### src/rtl/rtt_pkg.sv
// Package for the rectangle-to-trapezoid splitter: point and trapezoid types,
// the corner ordering and the trapezoid builder shared by the pipeline stages.
// No dependencies.
`timescale 1ns / 1ps

package rtt_pkg;

    typedef struct packed {
        logic signed [31:0] x;
        logic signed [31:0] y;
    } point_t;

    typedef struct packed {
        logic signed [31:0] top;
        logic signed [31:0] bottom;
        point_t             left_start;
        point_t             left_end;
        point_t             right_start;
        point_t             right_end;
    } trap_t;

    typedef struct packed {
        logic          valid;
        point_t [3:0]  q;
    } sorted_t;

    // true when a orders strictly after b: by y, then by x
    function automatic logic sorts_after(input point_t a, input point_t b);
        logic res;
        if ($signed(a.y) != $signed(b.y))
            res = $signed(a.y) > $signed(b.y);
        else
            res = $signed(a.x) > $signed(b.x);
        return res;
    endfunction

    function automatic point_t min_pt(input point_t a, input point_t b);
        return sorts_after(a, b) ? b : a;
    endfunction

    function automatic point_t max_pt(input point_t a, input point_t b);
        return sorts_after(a, b) ? a : b;
    endfunction

    function automatic trap_t make_trap(input logic signed [31:0] top,
                                        input logic signed [31:0] bottom,
                                        input point_t l0, input point_t l1,
                                        input point_t r0, input point_t r1);
        trap_t t;
        t.top         = top;
        t.bottom      = bottom;
        t.left_start  = l0;
        t.left_end    = l1;
        t.right_start = r0;
        t.right_end   = r1;
        return t;
    endfunction

endpackage

### src/rtl/rtt_ifs.sv
// Valid/ready channel interfaces for the trapezoid splitter: corner items in,
// trapezoid items out. No dependencies.
`timescale 1ns / 1ps

interface rtt_corner_if;
    logic               valid;
    logic               ready;
    logic signed [31:0] p0_x;
    logic signed [31:0] p0_y;
    logic signed [31:0] p1_x;
    logic signed [31:0] p1_y;
    logic signed [31:0] p2_x;
    logic signed [31:0] p2_y;
    logic signed [31:0] p3_x;
    logic signed [31:0] p3_y;

    modport source (output valid, p0_x, p0_y, p1_x, p1_y, p2_x, p2_y, p3_x, p3_y,
                    input ready);
    modport sink (input valid, p0_x, p0_y, p1_x, p1_y, p2_x, p2_y, p3_x, p3_y,
                  output ready);
endinterface

interface rtt_trap_if;
    logic               valid;
    logic               ready;
    logic signed [31:0] trap_top;
    logic signed [31:0] trap_bottom;
    logic signed [31:0] left_start_x;
    logic signed [31:0] left_start_y;
    logic signed [31:0] left_end_x;
    logic signed [31:0] left_end_y;
    logic signed [31:0] right_start_x;
    logic signed [31:0] right_start_y;
    logic signed [31:0] right_end_x;
    logic signed [31:0] right_end_y;
    logic               last_of_run;

    modport source (output valid, trap_top, trap_bottom, left_start_x, left_start_y,
                    left_end_x, left_end_y, right_start_x, right_start_y,
                    right_end_x, right_end_y, last_of_run,
                    input ready);
    modport sink (input valid, trap_top, trap_bottom, left_start_x, left_start_y,
                  left_end_x, left_end_y, right_start_x, right_start_y,
                  right_end_x, right_end_y, last_of_run,
                  output ready);
endinterface

### src/rtl/rtt_sort_stage.sv
// Input register and four-corner sorting network of the trapezoid splitter.
// Depends on rtt_pkg and rtt_corner_if.
`timescale 1ns / 1ps

module rtt_sort_stage
    import rtt_pkg::*;
(
    input  logic               clk,
    input  logic               rst_n,
    rtt_corner_if.sink         corners,
    output sorted_t            sorted,
    input  logic               sorted_ready
);

    logic         valid_reg;
    logic         valid_next;
    point_t [3:0] pts_reg;
    point_t [3:0] pts_next;
    logic         take;

    point_t l0, l1, l2, l3;
    point_t m0, m1, m2, m3;

    assign corners.ready = !valid_reg || sorted_ready;
    assign take          = corners.valid && corners.ready;

    always_comb
    begin
        valid_next = valid_reg;
        pts_next   = pts_reg;
        if (take)
        begin
            valid_next     = 1'b1;
            pts_next[0].x  = corners.p0_x;
            pts_next[0].y  = corners.p0_y;
            pts_next[1].x  = corners.p1_x;
            pts_next[1].y  = corners.p1_y;
            pts_next[2].x  = corners.p2_x;
            pts_next[2].y  = corners.p2_y;
            pts_next[3].x  = corners.p3_x;
            pts_next[3].y  = corners.p3_y;
        end
        else if (sorted_ready)
        begin
            valid_next = 1'b0;
        end
    end

    always_ff @(posedge clk or negedge rst_n)
    begin
        if (!rst_n)
        begin
            valid_reg <= 1'b0;
        end
        else
        begin
            valid_reg <= valid_next;
        end
    end

    always_ff @(posedge clk)
    begin
        pts_reg <= pts_next;
    end

    always_comb
    begin
        l0 = min_pt(pts_reg[0], pts_reg[1]);
        l1 = max_pt(pts_reg[0], pts_reg[1]);
        l2 = min_pt(pts_reg[2], pts_reg[3]);
        l3 = max_pt(pts_reg[2], pts_reg[3]);
        m0 = min_pt(l0, l2);
        m2 = max_pt(l0, l2);
        m1 = min_pt(l1, l3);
        m3 = max_pt(l1, l3);
        sorted.valid = valid_reg;
        sorted.q[0]  = m0;
        sorted.q[1]  = min_pt(m1, m2);
        sorted.q[2]  = max_pt(m1, m2);
        sorted.q[3]  = m3;
    end

endmodule

### src/rtl/rtt_trap_split.sv
// Trapezoid builder, band register and result register of the splitter:
// holds the non-empty bands of one item and sends them one per cycle while traps.ready is high.
// Depends on rtt_pkg and rtt_trap_if.
`timescale 1ns / 1ps

module rtt_trap_split
    import rtt_pkg::*;
(
    input  logic        clk,
    input  logic        rst_n,
    input  sorted_t     sorted,
    output logic        sorted_ready,
    rtt_trap_if.source  traps
);

    trap_t [2:0] set_reg;
    trap_t [2:0] set_next;
    logic  [2:0] mask_reg;
    logic  [2:0] mask_next;
    trap_t       out_reg;
    trap_t       out_next;
    logic        out_valid_reg;
    logic        out_valid_next;
    logic        out_last_reg;
    logic        out_last_next;

    trap_t [2:0] built;
    logic  [2:0] built_mask;
    logic  [2:0] pick;
    logic  [2:0] rest;
    trap_t       chosen;
    logic        out_free;
    logic        load;
    logic        flip;

    always_comb
    begin
        flip = $signed(sorted.q[1].x) > $signed(sorted.q[2].x);
        if (flip)
        begin
            built[0] = make_trap(sorted.q[0].y, sorted.q[1].y,
                                 sorted.q[0], sorted.q[2], sorted.q[0], sorted.q[1]);
            built[1] = make_trap(sorted.q[1].y, sorted.q[2].y,
                                 sorted.q[0], sorted.q[2], sorted.q[1], sorted.q[3]);
            built[2] = make_trap(sorted.q[2].y, sorted.q[3].y,
                                 sorted.q[2], sorted.q[3], sorted.q[1], sorted.q[3]);
        end
        else
        begin
            built[0] = make_trap(sorted.q[0].y, sorted.q[1].y,
                                 sorted.q[0], sorted.q[1], sorted.q[0], sorted.q[2]);
            built[1] = make_trap(sorted.q[1].y, sorted.q[2].y,
                                 sorted.q[1], sorted.q[3], sorted.q[0], sorted.q[2]);
            built[2] = make_trap(sorted.q[2].y, sorted.q[3].y,
                                 sorted.q[1], sorted.q[3], sorted.q[2], sorted.q[3]);
        end
        built_mask[0] = sorted.q[0].y != sorted.q[1].y;
        built_mask[1] = sorted.q[1].y != sorted.q[2].y;
        built_mask[2] = sorted.q[2].y != sorted.q[3].y;
    end

    always_comb
    begin
        out_free = !out_valid_reg || traps.ready;
        pick     = 3'b000;
        chosen   = set_reg[0];
        priority if (mask_reg[0])
        begin
            pick   = 3'b001;
            chosen = set_reg[0];
        end
        else if (mask_reg[1])
        begin
            pick   = 3'b010;
            chosen = set_reg[1];
        end
        else if (mask_reg[2])
        begin
            pick   = 3'b100;
            chosen = set_reg[2];
        end
        else
        begin
            pick   = 3'b000;
            chosen = set_reg[0];
        end
        rest = mask_reg & ~pick;

        sorted_ready = (mask_reg == 3'b000) || (out_free && (rest == 3'b000));
        load         = sorted.valid && sorted_ready;

        set_next       = load ? built : set_reg;
        mask_next      = load ? built_mask : (out_free ? rest : mask_reg);
        out_next       = out_reg;
        out_last_next  = out_last_reg;
        out_valid_next = out_valid_reg;
        if (out_free)
        begin
            out_valid_next = mask_reg != 3'b000;
            out_next       = chosen;
            out_last_next  = rest == 3'b000;
        end
    end

    always_ff @(posedge clk or negedge rst_n)
    begin
        if (!rst_n)
        begin
            mask_reg      <= 3'b000;
            out_valid_reg <= 1'b0;
        end
        else
        begin
            mask_reg      <= mask_next;
            out_valid_reg <= out_valid_next;
        end
    end

    always_ff @(posedge clk)
    begin
        set_reg      <= set_next;
        out_reg      <= out_next;
        out_last_reg <= out_last_next;
    end

    assign traps.valid         = out_valid_reg;
    assign traps.trap_top      = out_reg.top;
    assign traps.trap_bottom   = out_reg.bottom;
    assign traps.left_start_x  = out_reg.left_start.x;
    assign traps.left_start_y  = out_reg.left_start.y;
    assign traps.left_end_x    = out_reg.left_end.x;
    assign traps.left_end_y    = out_reg.left_end.y;
    assign traps.right_start_x = out_reg.right_start.x;
    assign traps.right_start_y = out_reg.right_start.y;
    assign traps.right_end_x   = out_reg.right_end.x;
    assign traps.right_end_y   = out_reg.right_end.y;
    assign traps.last_of_run   = out_last_reg;

endmodule

### src/rtl/rectangle_to_trapezoids.sv
// Top level of the rectangle-to-trapezoid splitter: sort stage feeding the
// trapezoid band stage. Depends on rtt_pkg, rtt_ifs, rtt_sort_stage, rtt_trap_split.
//
// Each corner item is sorted by y then x and split into up to three horizontal
// trapezoids; empty bands are dropped and the last trapezoid of an item carries
// last_of_run. The first trapezoid passes the input register, the band register
// and the result register. The single result port sends one trapezoid per cycle
// while the receiver is ready; the band stage takes the next item when the last band
// of the current one moves to the result register. Both channels are registered,
// and a new item is taken while results are still being sent.
`timescale 1ns / 1ps

module rectangle_to_trapezoids
    import rtt_pkg::*;
(
    input  logic        clk,
    input  logic        rst_n,
    rtt_corner_if.sink  corners,
    rtt_trap_if.source  traps
);

    sorted_t sorted;
    logic    sorted_ready;

    rtt_sort_stage u_sort (
        .clk          (clk),
        .rst_n        (rst_n),
        .corners      (corners),
        .sorted       (sorted),
        .sorted_ready (sorted_ready)
    );

    rtt_trap_split u_split (
        .clk          (clk),
        .rst_n        (rst_n),
        .sorted       (sorted),
        .sorted_ready (sorted_ready),
        .traps        (traps)
    );

endmodule

### src/flat_wrapper.sv
// flat-port wrapper written by rule: the top's interface ports become plain ports
module rectangle_to_trapezoids_flat import rtt_pkg::*;
  (clk, rst_n, corners_valid, corners_p0_x, corners_p0_y, corners_p1_x, corners_p1_y, corners_p2_x, corners_p2_y, corners_p3_x, corners_p3_y, corners_ready, traps_valid, traps_trap_top, traps_trap_bottom, traps_left_start_x, traps_left_start_y, traps_left_end_x, traps_left_end_y, traps_right_start_x, traps_right_start_y, traps_right_end_x, traps_right_end_y, traps_last_of_run, traps_ready);
  rtt_corner_if corners_i ();
  rtt_trap_if traps_i ();
  input  logic clk;
  input  logic rst_n;
  input wire logic [$bits(corners_i.valid)-1:0] corners_valid;
  input wire logic [$bits(corners_i.p0_x)-1:0] corners_p0_x;
  input wire logic [$bits(corners_i.p0_y)-1:0] corners_p0_y;
  input wire logic [$bits(corners_i.p1_x)-1:0] corners_p1_x;
  input wire logic [$bits(corners_i.p1_y)-1:0] corners_p1_y;
  input wire logic [$bits(corners_i.p2_x)-1:0] corners_p2_x;
  input wire logic [$bits(corners_i.p2_y)-1:0] corners_p2_y;
  input wire logic [$bits(corners_i.p3_x)-1:0] corners_p3_x;
  input wire logic [$bits(corners_i.p3_y)-1:0] corners_p3_y;
  output wire logic [$bits(corners_i.ready)-1:0] corners_ready;
  output wire logic [$bits(traps_i.valid)-1:0] traps_valid;
  output wire logic [$bits(traps_i.trap_top)-1:0] traps_trap_top;
  output wire logic [$bits(traps_i.trap_bottom)-1:0] traps_trap_bottom;
  output wire logic [$bits(traps_i.left_start_x)-1:0] traps_left_start_x;
  output wire logic [$bits(traps_i.left_start_y)-1:0] traps_left_start_y;
  output wire logic [$bits(traps_i.left_end_x)-1:0] traps_left_end_x;
  output wire logic [$bits(traps_i.left_end_y)-1:0] traps_left_end_y;
  output wire logic [$bits(traps_i.right_start_x)-1:0] traps_right_start_x;
  output wire logic [$bits(traps_i.right_start_y)-1:0] traps_right_start_y;
  output wire logic [$bits(traps_i.right_end_x)-1:0] traps_right_end_x;
  output wire logic [$bits(traps_i.right_end_y)-1:0] traps_right_end_y;
  output wire logic [$bits(traps_i.last_of_run)-1:0] traps_last_of_run;
  input wire logic [$bits(traps_i.ready)-1:0] traps_ready;
  assign corners_i.valid = corners_valid;
  assign corners_i.p0_x = corners_p0_x;
  assign corners_i.p0_y = corners_p0_y;
  assign corners_i.p1_x = corners_p1_x;
  assign corners_i.p1_y = corners_p1_y;
  assign corners_i.p2_x = corners_p2_x;
  assign corners_i.p2_y = corners_p2_y;
  assign corners_i.p3_x = corners_p3_x;
  assign corners_i.p3_y = corners_p3_y;
  assign corners_ready = corners_i.ready;
  assign traps_valid = traps_i.valid;
  assign traps_trap_top = traps_i.trap_top;
  assign traps_trap_bottom = traps_i.trap_bottom;
  assign traps_left_start_x = traps_i.left_start_x;
  assign traps_left_start_y = traps_i.left_start_y;
  assign traps_left_end_x = traps_i.left_end_x;
  assign traps_left_end_y = traps_i.left_end_y;
  assign traps_right_start_x = traps_i.right_start_x;
  assign traps_right_start_y = traps_i.right_start_y;
  assign traps_right_end_x = traps_i.right_end_x;
  assign traps_right_end_y = traps_i.right_end_y;
  assign traps_last_of_run = traps_i.last_of_run;
  assign traps_i.ready = traps_ready;
  rectangle_to_trapezoids u_core (.clk(clk), .rst_n(rst_n), .corners(corners_i), .traps(traps_i));
endmodule
### config.mk
export PLATFORM = sky130hd
export DESIGN_NAME = rectangle_to_trapezoids_flat
export DESIGN_NICKNAME = d
export VERILOG_FILES = /design/src/rtl/rtt_pkg.sv /design/src/rtl/rtt_ifs.sv /design/src/rtl/rtt_sort_stage.sv /design/src/rtl/rtt_trap_split.sv /design/src/rtl/rectangle_to_trapezoids.sv /design/src/flat_wrapper.sv
export SDC_FILE = /design/constraint.sdc
export NUM_CORES = 2
export LEC_CHECK = 0
export BUFFER_PORTS_ARGS = -buffer_cell sky130_fd_sc_hd__buf_2
export CAP_MARGIN = 20
export CORE_MARGIN = 2
export CORE_UTILIZATION = 55
export DETAILED_ROUTE_END_ITERATION = 8
export PLACE_DENSITY = 0.78
export SYNTH_ARGS = -nofsm -noshare
export SYNTH_HDL_FRONTEND = slang
export SYNTH_SLANG_ARGS = --single-unit
### constraint.sdc
create_clock -name clk -period 56.7 [get_ports clk]
set_input_delay 5.67 -clock clk [delete_from_list [all_inputs] [get_ports clk]]
set_output_delay 5.67 -clock clk [all_outputs]
set_load 0.01 [all_outputs]
# [Yosys cells after proc, flatten, opt, wreduce, memory -nomap -nowiden]
# Index checks and enable logic that the tools add are counted.
[op_classes] magnitude_cmp=11 eq_ne=8 muxes=26 n_bitwise=2 reduce_logical=13
[ops] operator="$mux W320" count=3
[ops] operator="$mux W896" count=1
[ops] operator="$mux W64" count=10
[ops] operator="$gt A32 B32 Y1" count=11
[ops] operator="$ne A32 B32 Y1" count=8
[ops] operator="$mux W3" count=5
[ops] operator="$mux W1" count=7
[ops] operator="$logic_not A3 Y1" count=2
[ops] operator="$reduce_bool A2 Y1" count=2
[ops] operator="$and A3 B3 Y3" count=1
[ops] operator="$logic_and A1 B1 Y1" count=3
[ops] operator="$logic_or A1 B1 Y1" count=3
[ops] operator="$not A3 Y3" count=1
[ops] operator="$reduce_bool A3 Y1" count=1
[ops] operator="$logic_not A1 Y1" count=2
[totals] ff_bits=1542 out_inout_bits=323 wordCells=112

# [Depth between registers and ports, before layout]
[depth] ltp_word=11 ltp_mapped=68 mapped_depth_nobuf=51

# [By module]
# A second synthesis with hierarchy kept.
[unflattened] cells_unflattened=6544 area_unflattened_um2=67858.8
[modules_own_cells] mod="rtt_trap_split" instances=1 cells_each=3798 area_each_um2=44006.0 seq_area_each_um2=27035.9
[modules_own_cells] mod="rtt_sort_stage" instances=1 cells_each=2746 area_each_um2=23852.9 seq_area_each_um2=7712.4

# [Worst setup path before layout]
# Ideal clock, no wire load.
[synth_path] path_kind="input-to-reg" startpoint="input port traps_ready" endpoint="register u_core.u_split.mask_reg[0]" t_arrival_ns=25.219 required_ns=56.588 setup_slack_ns=31.369 path_stages=8 path_buffers=0 cell_sequence="nor2b_1 inv_1 a21oi_1 o21ai_0 nand2_1 inv_1 o21ai_0 nand2_1"
[synth_between] elab_chain_cells=5
[synth_lines] element="from (decl)" line_no="flat_wrapper.sv:30" rtl="input wire logic [$bits(traps_i.ready)-1:0] traps_ready;"
[synth_lines] element="$logic_or A1 B1 Y1 *" line_no="rtt_trap_split.sv:64" rtl="out_free = !out_valid_reg || traps.ready;"
[synth_lines] element="named net u_core.u_split.out_free" line_no="rtt_trap_split.sv:32" rtl="logic out_free;"
[synth_lines] element="$logic_and A1 B1 Y1 *" line_no="rtt_trap_split.sv:89" rtl="sorted_ready = (mask_reg == 3'b000) || (out_free && (rest == 3'b000));"
[synth_lines] element="$logic_or A1 B1 Y1 *" line_no="rtt_trap_split.sv:89"
[synth_lines] element="$logic_and A1 B1 Y1 *" line_no="rtt_trap_split.sv:90" rtl="load = sorted.valid && sorted_ready;"
[synth_lines] element="named net u_core.u_split.load" line_no="rtt_trap_split.sv:33" rtl="logic load;"
[synth_lines] element="$mux W3 / $reduce_bool A2 Y1 (equally long branches)"
[synth_lines] element="to (signal assigned)" line_no="rtt_trap_split.sv:114" rtl="mask_reg <= mask_next;"
[synth_lines] element="to (decl)" line_no="rtt_trap_split.sv:18" rtl="logic [2:0] mask_reg;"
# The timed path passes the listed nets; every way through them passes the cells marked *.
# A chain may end at the register's enable or synchronous reset.

# [Final worst setup path]
[layout_path] startpoint="register u_core.u_sort.pts_reg[25] (netlist name)" endpoint="register u_core.u_split.set_reg[8] (netlist name) (data pin)"
[layout_between] elab_chain_cells=11
[layout_lines] element="from (decl)" line_no="rtt_sort_stage.sv:17" rtl="point_t [3:0] pts_reg;"
[layout_lines] element="from (signal assigned)" line_no="rtt_sort_stage.sv:63" rtl="pts_reg <= pts_next;"
[layout_lines] element="$gt A32 B32 Y1 / $ne A32 B32 Y1 (equally long branches)" line_no="rtt_pkg.sv:31, rtt_pkg.sv:30"
[layout_lines] element="$mux W1" line_no="rtt_pkg.sv:30" rtl="if ($signed(a.y) != $signed(b.y))"
[layout_lines] element="$mux W64, on equally long branches" line_no="rtt_pkg.sv:42, rtt_pkg.sv:38"
[layout_lines] element="$gt A32 B32 Y1 (tied with other cells)" line_no="rtt_pkg.sv:33" rtl="res = $signed(a.x) > $signed(b.x);"
[layout_lines] element="$mux W1" line_no="rtt_pkg.sv:30"
[layout_lines] element="$mux W64, on equally long branches" line_no="rtt_pkg.sv:38, rtt_pkg.sv:42"
[layout_lines] element="$gt A32 B32 Y1 (tied with other cells)" line_no="rtt_pkg.sv:33"
[layout_lines] element="$mux W1" line_no="rtt_pkg.sv:30"
[layout_lines] element="$mux W64, on equally long branches" line_no="rtt_pkg.sv:38, rtt_pkg.sv:42"
[layout_lines] element="$gt A32 B32 Y1" line_no="rtt_trap_split.sv:38" rtl="flip = $signed(sorted.q[1].x) > $signed(sorted.q[2].x);"
[layout_lines] element="$mux W896 *" line_no="rtt_trap_split.sv:39" rtl="if (flip)"
[layout_lines] element="to (signal assigned)" line_no="rtt_trap_split.sv:121" rtl="set_reg <= set_next;"
[layout_lines] element="to (decl)" line_no="rtt_trap_split.sv:16" rtl="trap_t [2:0] set_reg;"
# Mark *: on every way between the ends. The rest lies on a longest branch, timed or not.

==> metrics.log <==
INFO  metric tritoncts_clock_tree = yes
INFO  metric initial_core_util = a little under three fifths
INFO  metric required = 57.11 ns
INFO  metric total_of_warnings_raised_by_yosys = 0
INFO  metric grt_pass1_vias = between 40k and 50k
INFO  metric critical-path-max-stage-delay = roughly 0.9 ns
INFO  metric finalCriticalPeriod = 17.48 ns
INFO  metric finalHoldViolations = 0
INFO  metric postCtsSetupRepairBufs = 0
INFO  metric rows = approximately 120
INFO  metric tritoncts.num_buffers = ~110
INFO  metric critical_path_end_type = flop
INFO  metric drt_first_iter_violations = approximately 6.6k
INFO  metric worst_setup_path_start_kind = flop
INFO  metric finalMaxSlewViolations = 0
INFO  metric fin_setup_tns = 0 ns
INFO  metric clock_slew_at_reported_path_ffs = approximately 0.060 ns
INFO  metric num-nets-final = 6428
INFO  metric clock_skew = 0.0524 ns
INFO  metric drc = 0
INFO  metric globalplace.congestion = between 0.9 and 1
INFO  metric mappedNetlistArea = approximately 64000 sq um
INFO  metric maxClockFrequency = around 57 MHz
INFO  metric cts-htree-levels = 3
INFO  metric timing.critical_path.arrival = approximately 18 ns
INFO  metric hold_path_class = flop to flop
INFO  metric status = finished, final reports clean
INFO  metric timing.hold.worst_path_depth = 1
INFO  metric synth_seq_area_share = a little over half
INFO  metric synth_cells = approximately 5.4k
INFO  metric worst_path_dominant_cell_family = compound AO/OA/AOI/OAI gates
INFO  metric cts-root-to-sink-buffers = 3
INFO  metric avgSynthCellArea = between 10 and 15 sq um
INFO  metric first_pass_grt_wire_length = between 200000 and 300000 um
INFO  metric worstSkewPairLatency = roughly 0.74 ns
INFO  metric clkSinkCount = ~1.2k
INFO  metric max-slew-margin-rel = a little under a fifth
INFO  metric fp.dieArea = 118000 sq um
INFO  metric postSynth.topFlopCell = edfxtp_1
INFO  metric cpMaxStageDelayCell = a2111oi_0
INFO  metric final_antenna_net_count = 0
INFO  metric drt_first_pass_iters = 8
INFO  metric max_slew.worst_pin.slew = 1.19 ns
INFO  metric layout-area-overhead-vs-synth = 12.1%
INFO  metric max-cap-violations = 0
INFO  metric grt_setup_unrepaired = false
INFO  metric grt-busiest-layer = met1
INFO  metric globalRoute.totalOverflow = 0
INFO  metric largest_register_ff_count = between 500 and 600
INFO  metric crit_type = flop to flop
INFO  metric finalWirelength = 193000 um
INFO  metric path_buf_inv = 11
INFO  metric synth_enable_flop_cells = roughly 1.2k
INFO  metric pin_count_of_the_biggest_net_entering_global_routing = a little under 200
INFO  metric port_buffers = 582
INFO  metric routed-via-count = 47.1k
INFO  metric synth-seq-cells = 1158
INFO  metric synth_nets = 6003
INFO  metric drive_gt1_share = 15.1%
INFO  metric grt_antenna_before_repair = 13
INFO  metric cts-root-buf = clkbuf_16
INFO  metric synth-async-reset-ratio = less than 1%
INFO  metric cts_repair_resize_count = 0
INFO  metric gr-usage-met1 = between 40% and 50%
INFO  metric die_height = between 300 and 400 um
INFO  metric ys_types = 75
INFO  metric r2r.worst_path.cells = between 50 and 60
INFO  metric setup_viol = 0
INFO  metric cp.depth = 54
INFO  metric io_pins = 583
INFO  metric crit_path_max_fo = 69
INFO  metric gr-usage-met3 = 8.49%
INFO  metric critPathMostFrequentCell = buf_4
INFO  metric timing.reg2reg.setup_slack = 39.22 ns
INFO  metric detail_routed_net_length_per_standard_cell = about 26 um
INFO  metric period_share = 30.8%
INFO  metric grt_use_total = between 30% and 40%
INFO  metric core_area = about 110000 sq um
INFO  metric die_x = between 300 and 400 um
INFO  metric use_met2 = between 40% and 50%
INFO  metric post_cts_hold_buffer_count = 0
INFO  metric via_per_inst = around 6.3
INFO  metric detailed_placement_hpwl = ~140000 um
metal layers:
metal | share of wire, % | up-vias | wire, um
met2 | 40 | 2754 | 78000
met3 | 13 | 302 | 24900
met1 | 43 | 22700 | 83500
met4 | 3.5 | 12 | 6680
li1 | - | 21300 | -
met5 | 0.042 | - | 81
final timing paths:
check	to	startpoint
setup / recovery	u_core.u_split.set_reg[8]	u_core.u_sort.pts_reg[25]
hold / removal	u_core.u_split.traps.right_end_x[21]	u_core.u_split.set_reg[373]
setup reg to reg	u_core.u_split.set_reg[8]	u_core.u_sort.pts_reg[25]
hold reg to reg	u_core.u_split.traps.right_end_x[21]	u_core.u_split.set_reg[373]
max in group asynchronous	u_core.u_split.mask_reg[2]	rst_n
min in group asynchronous	u_core.u_sort.valid_reg	rst_n
cell usage after synthesis, types with 10 or more instances:
master    instances  share of area [%]
nor4_1           21               0.21
inv_1           450                2.7
a221oi_1         11               0.15
o211ai_1         14               0.17
a22oi_1         161                1.9
ha_1            314                6.2
mux2_2           64                1.1
or3_1            10              0.098
clkbuf_1        228                1.3
o21ai_0         310                2.4
o22ai_1          32               0.31
a21oi_1         619                4.9
and3_1           13               0.13
edfxtp_1       1153                 54
mux2i_1         671                 11
nand2b_1        146                1.4
a21o_1           59               0.70
buf_1            50               0.29
nand2_1         153               0.90
buf_6            28               0.50
xnor2_1          68               0.94
nor2_1          190                1.1
nor2b_1          92               0.90
o21a_1           46               0.54
a221o_1         130                2.0
a31oi_1          39               0.38
nor3_1           17               0.13
nand4_1          68               0.67
buf_2            22               0.17
o21ai_1          50               0.39
nand3_1          93               0.73
and2_1           11               0.11
final cells by class:
type	instances	area, sq um
antenna	2	5.00
clock buffer	145	3040
clock inverter	70	692
fill	8948	43200
inverter	451	1710
multi-input combinational	3490	25800
sequential	1158	34800
tap	1512	1890
timing repair buffer	640	3460
worst register-to-register path, delay by kind of cell, from the launching register on:
kind            cells  cell delay, ns
compound gates     22            6.24
buf+inv            11            5.71
simple gates       13            2.19
mux                 3            1.30
fa+ha+maj           3            0.99
flops               1            0.42
xor+xnor            2            0.29
layout by cell type (no fill, tap or decap), types with 10 or more instances in the layout:
cell type     n
a21o_1       59
a21oi_1     618
a221o_1     130
a221oi_1     11
a22oi_1     161
a31oi_1      39
and3_1       13
buf_2       582
buf_4        51
bufinv_16    10
clkbuf_1     26
clkbuf_16   116
clkinv_1     21
clkinv_2     23
edfxtp_1   1153
ha_1        314
inv_1       447
mux2_2       64
mux2i_1     671
nand2_1     153
nand2b_1    146
nand3_1      93
nand4_1      68
nor2_1      190
nor2b_1      90
nor3_1       17
nor4_1       21
o211ai_1     14
o21a_1       46
o21ai_0     310
o21ai_1      49
o22ai_1      32
or3_1        10
xnor2_1      68
per-stage QoR:
stage / worst slack, ns / utilization [%] / cells / area, sq um / hold slack (ns)
after CTS: 39.08 / 62.2 / 7455 / 71200 / 0.544
after detailed placement: 39.05 / 58.9 / 7240 / 67500 / 0.529
after floorplan: 31.37 / - / 5429 / 63600 / 0.516
after global routing: 38.48 / 62.3 / 7468 / 71300 / 0.565
final: 39.22 / 62.3 / 7468 / 71300 / 0.544
after global placement: 39.24 / 58.9 / 7239 / 67500 / 0.527
kinds of logic (layout without fill, tap and decap cells):
kind of cell | count (synthesis) | in the layout | share of synthesized area [%]
other | 0 | 2 | 0
adder cells (fa/ha/maj) | 317 | 317 | 6.22
buffers and inverters | 781 | 1306 | 4.99
multiplexers | 736 | 736 | 11.7
AND/OR/NAND/NOR | 836 | 836 | 6.72
XOR/XNOR | 76 | 76 | 1.05
AO/OA/AOI/OAI | 1525 | 1525 | 14.7
flip-flops | 1158 | 1158 | 54.6
Power is not shown: default switching activity piles up to over one toggle a cycle in this logic, so the estimate is an artifact.
